==> config.mk <==
export PLATFORM = sky130hd
export DESIGN_NAME = pso_ctrl
export DESIGN_NICKNAME = d
export VERILOG_FILES = /design/src/rtl/core/assert_macros.svh /design/src/rtl/core/pso_pkg.sv /design/src/rtl/core/pso_ctrl.sv
export SDC_FILE = /design/constraint.sdc
export NUM_CORES = 1
export LEC_CHECK = 0
export ABC_AREA = 0
export BUFFER_PORTS_ARGS = -buffer_cell sky130_fd_sc_hd__buf_2
export CAP_MARGIN = 20
export CORE_AREA = 2 2 39 41
export CTS_CLUSTER_DIAMETER = 50
export DETAILED_ROUTE_END_ITERATION = 7
export DIE_AREA = 0 0 41 43
export SYNTH_ARGS = -nofsm -noshare
export SYNTH_HDL_FRONTEND = slang
export SYNTH_SLANG_ARGS = --single-unit
==> constraint.sdc <==
create_clock -name clk -period 2.11 [get_ports clk]
set_input_delay 0.3165 -clock clk [delete_from_list [all_inputs] [get_ports clk]]
set_output_delay 0.3165 -clock clk [all_outputs]
set_load 0.005 [all_outputs]
==> src/rtl/core/assert_macros.svh <==
// Assertion macros used by the top-level RTL file of the sieve block.
`ifndef ASSERT_MACROS_SVH
`define ASSERT_MACROS_SVH

// Same-cycle implication, checked on the rising edge of clk outside reset.
`define ASSERT_IMPL(label, ante, cons, msg) \
  label: assert property (@(posedge clk) disable iff (rst) (ante) |-> (cons)) \
    else $error(msg);

// Next-cycle implication, checked on the rising edge of clk outside reset.
`define ASSERT_NEXT(label, ante, cons, msg) \
  label: assert property (@(posedge clk) disable iff (rst) (ante) |=> (cons)) \
    else $error(msg);

`endif

==> src/rtl/core/pso_pkg.sv <==
// Package with constants, types and helper functions of the odd-only sieve.
`default_nettype none

package pso_pkg;

  localparam int unsigned MAX_VALUE   = 65535;
  localparam int unsigned STORE_DEPTH = 32768;
  localparam int unsigned ADDR_W      = $clog2(STORE_DEPTH);
  localparam int unsigned LIM_W       = 16;
  localparam int unsigned VAL_W       = LIM_W + 2;
  localparam int unsigned I_W         = LIM_W / 2 + 2;
  localparam int unsigned STORE_CAP   = 2 * STORE_DEPTH - 1;
  localparam int unsigned LIMIT_CAP   = (MAX_VALUE < STORE_CAP) ? MAX_VALUE : STORE_CAP;
  localparam int unsigned SMALL_LIMIT = 7;
  localparam int unsigned FIRST_ODD   = 3;

  localparam logic [0:0] REQ_BUILD  = 1'b0;
  localparam logic [0:0] REQ_QUERY  = 1'b1;
  localparam logic [0:0] RESP_BUILD = 1'b0;
  localparam logic [0:0] RESP_QUERY = 1'b1;

  localparam logic [0:0] REG_UPPER_LIMIT = 1'b0;

  typedef enum logic [3:0] {
    ST_INIT,
    ST_IDLE,
    ST_FILL,
    ST_CHECK,
    ST_TEST,
    ST_CLEAR,
    ST_DONE,
    ST_QRESP
  } pso_state_t;

  typedef struct packed {
    logic fill_step;
    logic sieve_init;
    logic rd_i;
    logic clr_start;
    logic clr_step;
    logic i_next;
    logic q_read;
    logic load_build;
    logic load_query;
  } pso_cmd_t;

  typedef struct packed {
    logic fill_last;
    logic lim_gt_small;
    logic sq_gt_lim;
    logic j_gt_lim;
    logic rd_bit;
    logic out_free;
  } pso_stat_t;

  function automatic logic [ADDR_W-1:0] bit_index(input logic [VAL_W-1:0] n);
    return n[ADDR_W:1];
  endfunction

endpackage

`default_nettype wire

==> src/rtl/core/pso_ctrl.sv <==
// Controller state machine that sequences the fill, sieve and query steps.
`default_nettype none

module pso_ctrl
  import pso_pkg::*;
(
  input  wire logic      clk,
  input  wire logic      rst,
  input  wire logic      in_valid,
  input  wire logic      in_req,
  output logic           in_ready,
  input  wire pso_stat_t stat,
  output pso_cmd_t       cmd
);

  pso_state_t state;
  pso_state_t state_next;

  always_ff @(posedge clk) begin
    if (rst) begin
      state <= ST_INIT;
    end else begin
      state <= state_next;
    end
  end

  always_comb begin
    state_next = state;
    case (state)
      ST_INIT: begin
        if (stat.fill_last) state_next = ST_IDLE;
      end
      ST_IDLE: begin
        if (in_valid) begin
          state_next = (in_req == REQ_QUERY) ? ST_QRESP : ST_FILL;
        end
      end
      ST_FILL: begin
        if (stat.fill_last) state_next = stat.lim_gt_small ? ST_CHECK : ST_DONE;
      end
      ST_CHECK: begin
        state_next = stat.sq_gt_lim ? ST_DONE : ST_TEST;
      end
      ST_TEST: begin
        state_next = stat.rd_bit ? ST_CLEAR : ST_CHECK;
      end
      ST_CLEAR: begin
        if (stat.j_gt_lim) state_next = ST_CHECK;
      end
      ST_DONE: begin
        if (stat.out_free) state_next = ST_IDLE;
      end
      ST_QRESP: begin
        if (stat.out_free) state_next = ST_IDLE;
      end
      default: begin
        state_next = ST_INIT;
      end
    endcase
  end

  always_comb begin
    cmd      = '0;
    in_ready = 1'b0;
    case (state)
      ST_INIT: begin
        cmd.fill_step = 1'b1;
      end
      ST_IDLE: begin
        in_ready   = 1'b1;
        cmd.q_read = in_valid && (in_req == REQ_QUERY);
      end
      ST_FILL: begin
        cmd.fill_step  = 1'b1;
        cmd.sieve_init = stat.fill_last;
      end
      ST_CHECK: begin
        cmd.rd_i = !stat.sq_gt_lim;
      end
      ST_TEST: begin
        cmd.clr_start = stat.rd_bit;
        cmd.i_next    = !stat.rd_bit;
      end
      ST_CLEAR: begin
        cmd.clr_step = !stat.j_gt_lim;
        cmd.i_next   = stat.j_gt_lim;
      end
      ST_DONE: begin
        cmd.load_build = stat.out_free;
      end
      ST_QRESP: begin
        cmd.load_query = stat.out_free;
      end
      default: begin
        cmd = '0;
      end
    endcase
  end

endmodule

`default_nettype wire

==> results, run 1 <==
- The area fraction of the dominant cell type after synthesis is 18.4%.
- During synthesis, Yosys emitted a total of 0 warnings.
- Broken down by cell family, the worst path's largest delay share belongs to simple AND/OR/NAND/NOR gates.
- The initial antenna violation count is 0.
- The number of pins exceeding their max-slew limit in the final report came to 0.
- The total CTS buffers is 3.
- Among all flip-flop cells after synthesis, the most frequent one is dfxtp_1.
- The worst setup skew after layout is 0.00180 ns.
- Hold timing on the final database bottoms out at a slack of 0.273 ns.
- Summing all multi-input logic gate instances after layout gives 233 um2.
- The number of flip-flops in the largest register is 3.
- STA classifies the critical path startpoint as a flip-flop.
- Counting instances, the worst hold path has a depth of 2.
- Derived from the worst setup path, the maximum achievable clock frequency is 0.526 GHz.
- Summed over all failing endpoints, the final setup total negative slack is 0 ns.
- The sequential group share of total power is 31.6%.
- The final routed wirelength across all metal layers is 784 um.
- For this design the total switching power over the nets is 148 uW.
- The critical path arrival is 1.59 ns.
- Global routing used 9.32% of the available tracks across all layers.
- The insertion delay of the later-clocked pin in the worst-skew pair is 0.23 ns.
- The number of placed instances, taps included, is 73.
- The number of different library cells in the post-synthesis netlist is 27.
- The transition time of the tightest slew-check pin is 0.430 ns.
- After legalization and detailed placement, the total HPWL measured 586 um.
- After layout, the minimum clock period comes to 1.90 ns.
- The via count of the first global-routing pass is 273.
- Of the cells placed in the final design, the portion with a size suffix greater than 1 is 49.2%.
- state holds more flip-flops than any other register.
- After layout, the worst path uses 90.2% of the clock period.
- The count of non-filler cells in the finished layout is 77.
- The internal power consumption is 231 uW.
- Walking the worst path, the cells encountered are or2b_2, nor3_1, buf_2.
- The setup path with the least slack is of type flip-flop to output port.
- Setup violations remaining at the end of the flow were counted as 0.
- The worst reg2reg path endpoint is state[1].
- Entering global routing, the biggest net connects 14 pins.
- The worst supply voltage drop on vdd is 511 uV.
- The clock tree root buffer cell is clkbuf_4.
- In this run the number of H-tree levels came out at 1.
- The min-delay analysis places its worst path in the category primary input to flip-flop.
- By count the netlist is led by nor2_1, o21ai_0, dfxtp_1, nor3_1.
- The async set-or-reset flop fraction in the synthesized netlist is 0%.
- The filler cell count is 158.
- Counting both buffers and inverters, the worst setup path holds a total of 1.
- Counting along the longest clock path gives a buffer depth of 2.
- In this run the tool buffered the top-level ports with 19 buffer cells.
- The leakage power figure is 0.000217 uW.
- The largest incremental delay on the critical path is 0.57 ns.
- The fraction of the core area covered by cells at the end of the flow is 31.9%.
- The first global-routing pass estimated 1.17 mm of wire.
- The synthesized instance count is 41.
- The sequential share of the synthesized area is 18.4%.
- The worst setup path is captured at an output port.
- The proportion of total power due to net switching is 39.0%.
- Counting flops and latches in the post-synthesis netlist gives 3.
- The start of the worst register-to-register path is state[2].
- Dividing the detail-routed via count by the number of cells gives 4.61.
- The path with the worst hold slack has its endpoint at state[1].
- The via count is 355.
- STA puts the critical path data required time at 1.79 ns.
- Measured against its own limit, the worst slew margin works out to 71.3%.
- The number of antenna-violating nets in the routed design is 0.
- The number of enable-type register cells in the synthesized netlist is 0.
- The number of clock sinks is 3.
- A synthesized cell averages 7.96 um2.
- The die area is 1760 um2.
- The cell type with the highest aggregate area in the netlist is dfxtp_1.
- The CTS clock-pin slew for the worst setup and hold paths is 0.04 ns.
- The largest registers in the layout are state: 3 flops.
- The area growth from synthesis to final layout is 35.2%.
- In this run the register-to-register setup slack is 0.51 ns.
- The area of the placeable core is 1380 um2.
- The quantity of hold-fixing buffers added after cts is 0.
- Max-cap violations in this run came to 0.
- The length of the first detailed-routing pass in iterations is 4.
- In the routed design, unresolved DRC markers number 0.
- Synthesis produced a netlist with a net count of 51.
- The power density normalized to cell area is 858 nW/um2.
- The cell count of the worst reg-to-reg path is 4.
- The clock network accounts for 26.5% of the total power.
- The slowest cell on the critical path is dfxtp_1.
- 0 antenna diodes ended up in the layout.
- Routability-driven placement finished with a final weighted congestion of 0.724.
- The number of hold violations in the final report is 0.
- The peak fanout along the critical path is 12.
- The die is 41 um wide.
- The post-CTS repair timing setup buffer count is 0.
- Setup repair after global routing left no endpoint under its margin.
- The hold path startpoint is rst.
- The clock tree from TritonCTS is done.
- The floorplan row count is 14.
- For this configuration, the core starts out at a cell density of 23.6%.
- The post-synthesis instance area is 327 um2.
- Combinational logic is responsible for 41.9% of the overall power.
- The flow ran to the end, and the final reports show no timing, DRC or antenna violations.
- In this run, the number of DRC markers left after iteration 0 of detailed routing was 5.
- Summing internal, switching and leakage power gives 379 uW.
- From bottom edge to top edge, the die measures 43 um.
- The number of gates resized after CTS was 0.
- The count of boundary I/O pins is 20.
- The overflow left after global routing is 0.
- After detailed routing, the average wire length per cell comes to 10.2 um.
- Sorting the synthesized cells by area gives the leading types as dfxtp_1, o31ai_4, o21ai_0.
- In the final layout, flip-flops and latches occupy 60.1 um2.
- The net count reported at finish is 72.
## logic make-up (layout without fill, tap and decap cells)
family,Yosys count,in the layout,share of synthesized area (%)
simple gates,21,21,42.9
compound gates,12,12,28.4
buf+inv,5,25,10.3
flops,3,3,18.4
## cell type report
type / count / area share [%]
Inverter: 2 / 1.70
Tap cell: 16 / 4.53
Sequential cell: 3 / 13.6
Multi-Input combinational cell: 33 / 52.7
Clock buffer: 4 / 5.95
Timing Repair Buffer: 19 / 21.5
## power by group through the flow
stage | Clock, uW | Sequential [uW] | Combinational [uW]
6_report | 100 | 120 | 159
3_5_place_dp | 0 | 120 | 160
3_3_place_gp | 0 | 118 | 161
2_1_floorplan | 0 | 81.8 | 163
4_1_cts | 104 | 119 | 161
5_1_grt | 110 | 125 | 176
## routing by layer
metal	vias to the layer above	wire, um	GRT usage [%]
met1	151	387	15.3
met2	16	322	11.3
li1	188	-	-
met4	0	0	2.00
met5	-	0	0
met3	0	73	3.14
## worst reg2reg max path, cell delays in order, from the launching register on
cell	delay [ns]
dfxtp_1	0.57
or3_1	0.21
o31ai_4	0.09
or4b_1	0.52
a21oi_1	0.13
## placed cells by master (no fill, tap or decap), types with 2 or more instances in the layout
cell,synthesis,layout
buf_2,0,19
nor2_1,4,4
o21ai_0,4,4
nor3_1,3,3
clkbuf_4,0,3
dfxtp_1,3,3
or2b_2,2,2
inv_1,2,2
a21oi_1,2,2
## worst max-delay path by stage
| stage | from | to | slack, ns | cells after the start |
|---|---|---|---|---|
| finish | state[2] | cmd[5] | 0.21 | 3 |
| CTS | state[2] | cmd[5] | 0.22 | 3 |
| global placement | state[2] | cmd[5] | 0.50 | 3 |
| floorplan | state[0] | cmd[2] | 0.83 | 3 |
| global route | state[2] | cmd[5] | 0.08 | 3 |
| detailed placement | state[2] | cmd[5] | 0.48 | 3 |
## metrics by stage
stage | area [um2] | setup slack, ns
after floorplan | 327 | 0.830
after global placement | 415 | 0.500
after detailed placement | 415 | 0.476
after CTS | 442 | 0.217
after global routing | 442 | 0.0794
final | 442 | 0.208
(Power assumes the default switching activity.)
==> run 2: changes to the inputs <==
--- a/config.mk
+++ b/config.mk
@@ -5,10 +5,11 @@
 export SDC_FILE = /design/constraint.sdc
 export NUM_CORES = 1
 export LEC_CHECK = 0
-export ABC_AREA = 0
+export ABC_AREA = 1
 export BUFFER_PORTS_ARGS = -buffer_cell sky130_fd_sc_hd__buf_2
 export CAP_MARGIN = 20
 export CORE_AREA = 2 2 39 41
+export CTS_BUF_LIST = sky130_fd_sc_hd__clkbuf_4 sky130_fd_sc_hd__clkbuf_8 sky130_fd_sc_hd__clkbuf_16
 export CTS_CLUSTER_DIAMETER = 50
 export DETAILED_ROUTE_END_ITERATION = 7
 export DIE_AREA = 0 0 41 43
==> results, run 2 <==
- The worst supply voltage drop on vdd is 596 uV (was 511 uV).
- The post-synthesis simple-gate area fraction is 61.2% (was 42.9%).
- The compound-gate portion of the synthesized area is 2.92% (was 28.4%).
- The sequential share of the synthesized area was 14.0% (was 18.4%).
- The xor/xnor share of the synthesized area is 0% (unchanged).
- The number of pins exceeding their max-slew limit in the final report came to 0 (unchanged).
- The max-capacitance violation count is 0 (unchanged).
- The fraction of the core area covered by cells at the end of the flow is 38.2% (was 31.9%).
- The clock tree from TritonCTS is done (unchanged).
- Leading cell types in the layout, fill and taps excluded: buf_2, nor2_1, nand2_1, nand3_1, inv_1 (was buf_2, nor2_1, o21ai_0).
- The net count reported at finish is 98 (was 72).
- The area of the placeable core is 1380 um2 (unchanged).
- The total power draw is 811 uW (was 379 uW).
- The total placed instance area is 499 um2 (was 415 um2).
- The capturing instance or port of the critical path is cmd[1] (was cmd[5]).
- The type of the worst min-delay path is primary input to flip-flop (unchanged).
- The final RePlAce weighted congestion came to 0.703 (was 0.724).
- The post-CTS repair timing setup buffer count is 0 (unchanged).
- The power density normalized to cell area is 1530 nW/um2 (was 858 nW/um2).
- The ratio of cells with drive above 1 in the final layout was 41.4% (was 49.2%).
- The CTS clock-pin slew for the worst setup and hold paths came to 0.04 ns (about the same).
- The number of different library cells in the post-synthesis netlist is 17 (was 27).
- The number of antenna-violating nets in the routed design is 0 (unchanged).
- The highest clock frequency the design can meet is 0.600 GHz (was 0.526 GHz).
- The global routing usage summed across all routing layers was 12.7% (was 9.32%).
- The length of the first detailed-routing pass in iterations is 4 (unchanged).
- The die extent in x was 41 um (unchanged).
- The floorplan row count is 14 (unchanged).
- The overflow left after global routing came to 0 (unchanged).
- The portion of the clock cycle consumed by the worst path in the final layout is 78.9% (was 90.2%).
- The average routed wire per standard cell is 9.60 um (was 10.2 um).
- The number of buffers inserted by port buffering is 19 (unchanged).
- The worst reg2reg path endpoint is state[0] (was state[1]).
- The total number of yosys warnings came to 0 (unchanged).
- RSZ-0062 raised after global routing: no (unchanged).
- The H-tree depth is 1 (unchanged).
- The cell count of the worst reg-to-reg path is 9 (was 4).
- The number of buffers on the longest clock path was 2 (unchanged).
- The worst setup skew after layout is 0.00137 ns (was 0.00180 ns).
- The number of enable-type register cells in the synthesized netlist came to 0 (unchanged).
- The total CTS buffers is 3 (unchanged).
- Biggest registers after layout: state: 3 flops (unchanged).
- The capturing element type of the critical path is an output port (unchanged).
- The path type of the worst setup path is flip-flop to output port (unchanged).
- The number of clock sinks is 3 (unchanged).
- The synthesized net count is 78 (was 51).
- The register-to-register setup slack came to 0.77 ns (was 0.51 ns).
- The number of antenna cells inserted is 0 (unchanged).
- The insertion delay of the later-clocked pin in the worst-skew pair is 0.23 ns (about the same).
- Among all cell types in the netlist, the one instantiated most often is nor2_1.
- The filler cell count is 163 (was 158).
- The uppermost layer routed was met3 (unchanged).
- The worst slack after detailed placement is 0.706 ns (was 0.476 ns).
- The DRC violation count after routing was 0 (unchanged).
- The mean instance size in the synthesized netlist is 6.31 um2 (was 7.96 um2).
- The largest net degree at the start of global routing is 12 (was 14).
- The met2 wire length is 522 um (was 322 um).
- The final standard cell area without fillers is 529 um2 (was 442 um2).
- The start of the worst register-to-register path was state[1] (was state[2]).
- The transition time of the tightest slew-check pin is 0.487 ns (was 0.430 ns).
- The total routed wire length on the met1 layer is 425 um (was 387 um).
- The multi-input combinational cell area is 275 um2 (was 233 um2).
- The sequential cell area in the final layout is 60.1 um2 (unchanged).
- The multiplexer share of the synthesized area is 0% (unchanged).
- The number of design-rule violations left by the first detailed-router iteration came to 9 (was 5).
- The sum of negative setup slack is 0 ns (unchanged).
- The count of cells resized by post-cts repair is 0 (unchanged).
- The leakage power figure is 0.000314 uW (was 0.000217 uW).
- The count of boundary I/O pins is 20 (unchanged).
- The type of origin of the critical path is a flip-flop (unchanged).
- The quantity of hold-fixing buffers added after cts was 0 (unchanged).
- The via count of the first global-routing pass is 436 (was 273).
- The number of flip-flops in the largest register came to 3 (unchanged).
- The initial standard-cell utilization of the core came to 31.0% (was 23.6%).
- The main combinational cell family by area after synthesis was simple AND/OR/NAND/NOR gates (unchanged).
- The synthesized instance count is 68 (was 41).
- The final routed wirelength across all metal layers is 989 um (was 784 um).
- The peak fanout along the critical path is 8 (was 12).
- The clock tree root buffer cell was clkbuf_4 (unchanged).
- Main area contributors after synthesis: dfxtp_1, nor2_1, buf_6 (was dfxtp_1, o31ai_4, o21ai_0).
- The shortest period the worst path allows is 1.67 ns (was 1.90 ns).
- The global-route wire length before repair is 1.56 mm (was 1.17 mm).
- The cell type with the highest aggregate area in the netlist was dfxtp_1 (unchanged).
- The async set-or-reset flop fraction in the synthesized netlist is 0% (unchanged).
- The number of synthesized register bits is 3 (unchanged).
- The normalized max-slew margin was 67.5% (was 71.3%).
- The initial antenna violation count is 0 (unchanged).
- The start point of the critical path is state[1] (was state[2]).
- The critical path arrival is 1.35 ns (was 1.59 ns).
- The vertical extent of the die came to 43 um (unchanged).
- The register with the most flip-flops is state (unchanged).
- The area fraction of the dominant cell type after synthesis came to 14.0% (was 18.4%).
- The mean number of vias per cell is 4.63 (was 4.61).
- The post-synthesis instance area came to 429 um2 (was 327 um2).
- The final number of setup-violating endpoints came to 0 (unchanged).
- The post-synthesis share of cell area spent on full adders, half adders and majority gates is 0% (unchanged).
- The die area is 1760 um2 (unchanged).
- The dominant register cell in the synthesized netlist is dfxtp_1 (unchanged).
- The number of hold violations in the final report is 0 (unchanged).
- Result of the run: finished, final reports clean (unchanged).
- The required time at the endpoint of the critical path is 1.79 ns (about the same).
- The slack of the critical path was 0.444 ns (was 0.208 ns).
- The area growth from synthesis to final layout is 23.3% (was 35.2%).
- The post-DP HPWL is 826 um (was 586 um).
- The most common library cell in the layout ignoring fill and taps was buf_2 (unchanged).
- The amount of wire on met3 after detailed routing is 41 um (was 73 um).
- Post-synth top cells: nor2_1, nand2_1, inv_1, nand3_1 (was nor2_1, o21ai_0, dfxtp_1, nor3_1).
- The via count is 477 (was 355).
[run 2: cell types whose count changed after synthesis, sizes merged, moves of 2 or more]
cell,before,now
nor2,4,17
nand2,1,13
nand3,0,11
inv,2,11
nand4,0,4
o21ai,5,1
nor3,3,0
or2b,3,0
a21oi,2,0
and3,2,0
and3b,2,0
nor4,0,2
[run 2: logic make-up after synthesis]
logic type,after synthesis
buffers and inverters,15
DFF,3
AOI/OAI and AO/OA,2
and+or+nand+nor,48
[run 2: routing by layer]
| layer | vias up | track usage [%] |
|---|---|---|
| met5 | - | 0 |
| met3 | 0 | 1.57 |
| met2 | 12 | 21.6 |
| li1 | 256 | - |
| met1 | 209 | 13.7 |
| met4 | 0 | 8.00 |
[run 2: power breakdown]
group	leakage [uW]	switching (uW)	total (uW)	internal, uW
combinational	0.000270	303	512	209
sequential	0.0000250	97.2	185	88.0
clock	0.0000184	29.6	113	83.7
[run 2: worst max-delay path: stages, from the launching register on]
cell	delay, ns
dfxtp_1	0.61
inv_4	0.07
nor4_1	0.27
buf_2	0.16
[run 2: worst min-delay path by stage]
stage	start	endpoint	slack (ns)	cells after the start
after floorplan	rst	state[0]	0.48	3
final	rst	state[1]	0.33	4
after detailed placement	rst	state[1]	0.58	4
after CTS	rst	state[1]	0.33	4
after global routing	rst	state[1]	0.34	4
after global placement	rst	state[0]	0.58	4
[run 2: final cells by class]
cell class	count	area share, %
inverters	11	9.22
multi-input cells	50	52.0
well taps	16	3.78
clock buffers	4	5.67
flip-flops and latches	3	11.3
repair buffers	19	18.0
[run 2: per-stage QoR]
step           hold WS, ns  std cells
2_1_floorplan        0.484         68
3_3_place_gp         0.581         99
3_5_place_dp         0.576         99
4_1_cts              0.328        103
5_1_grt              0.339        103
6_report             0.335        103
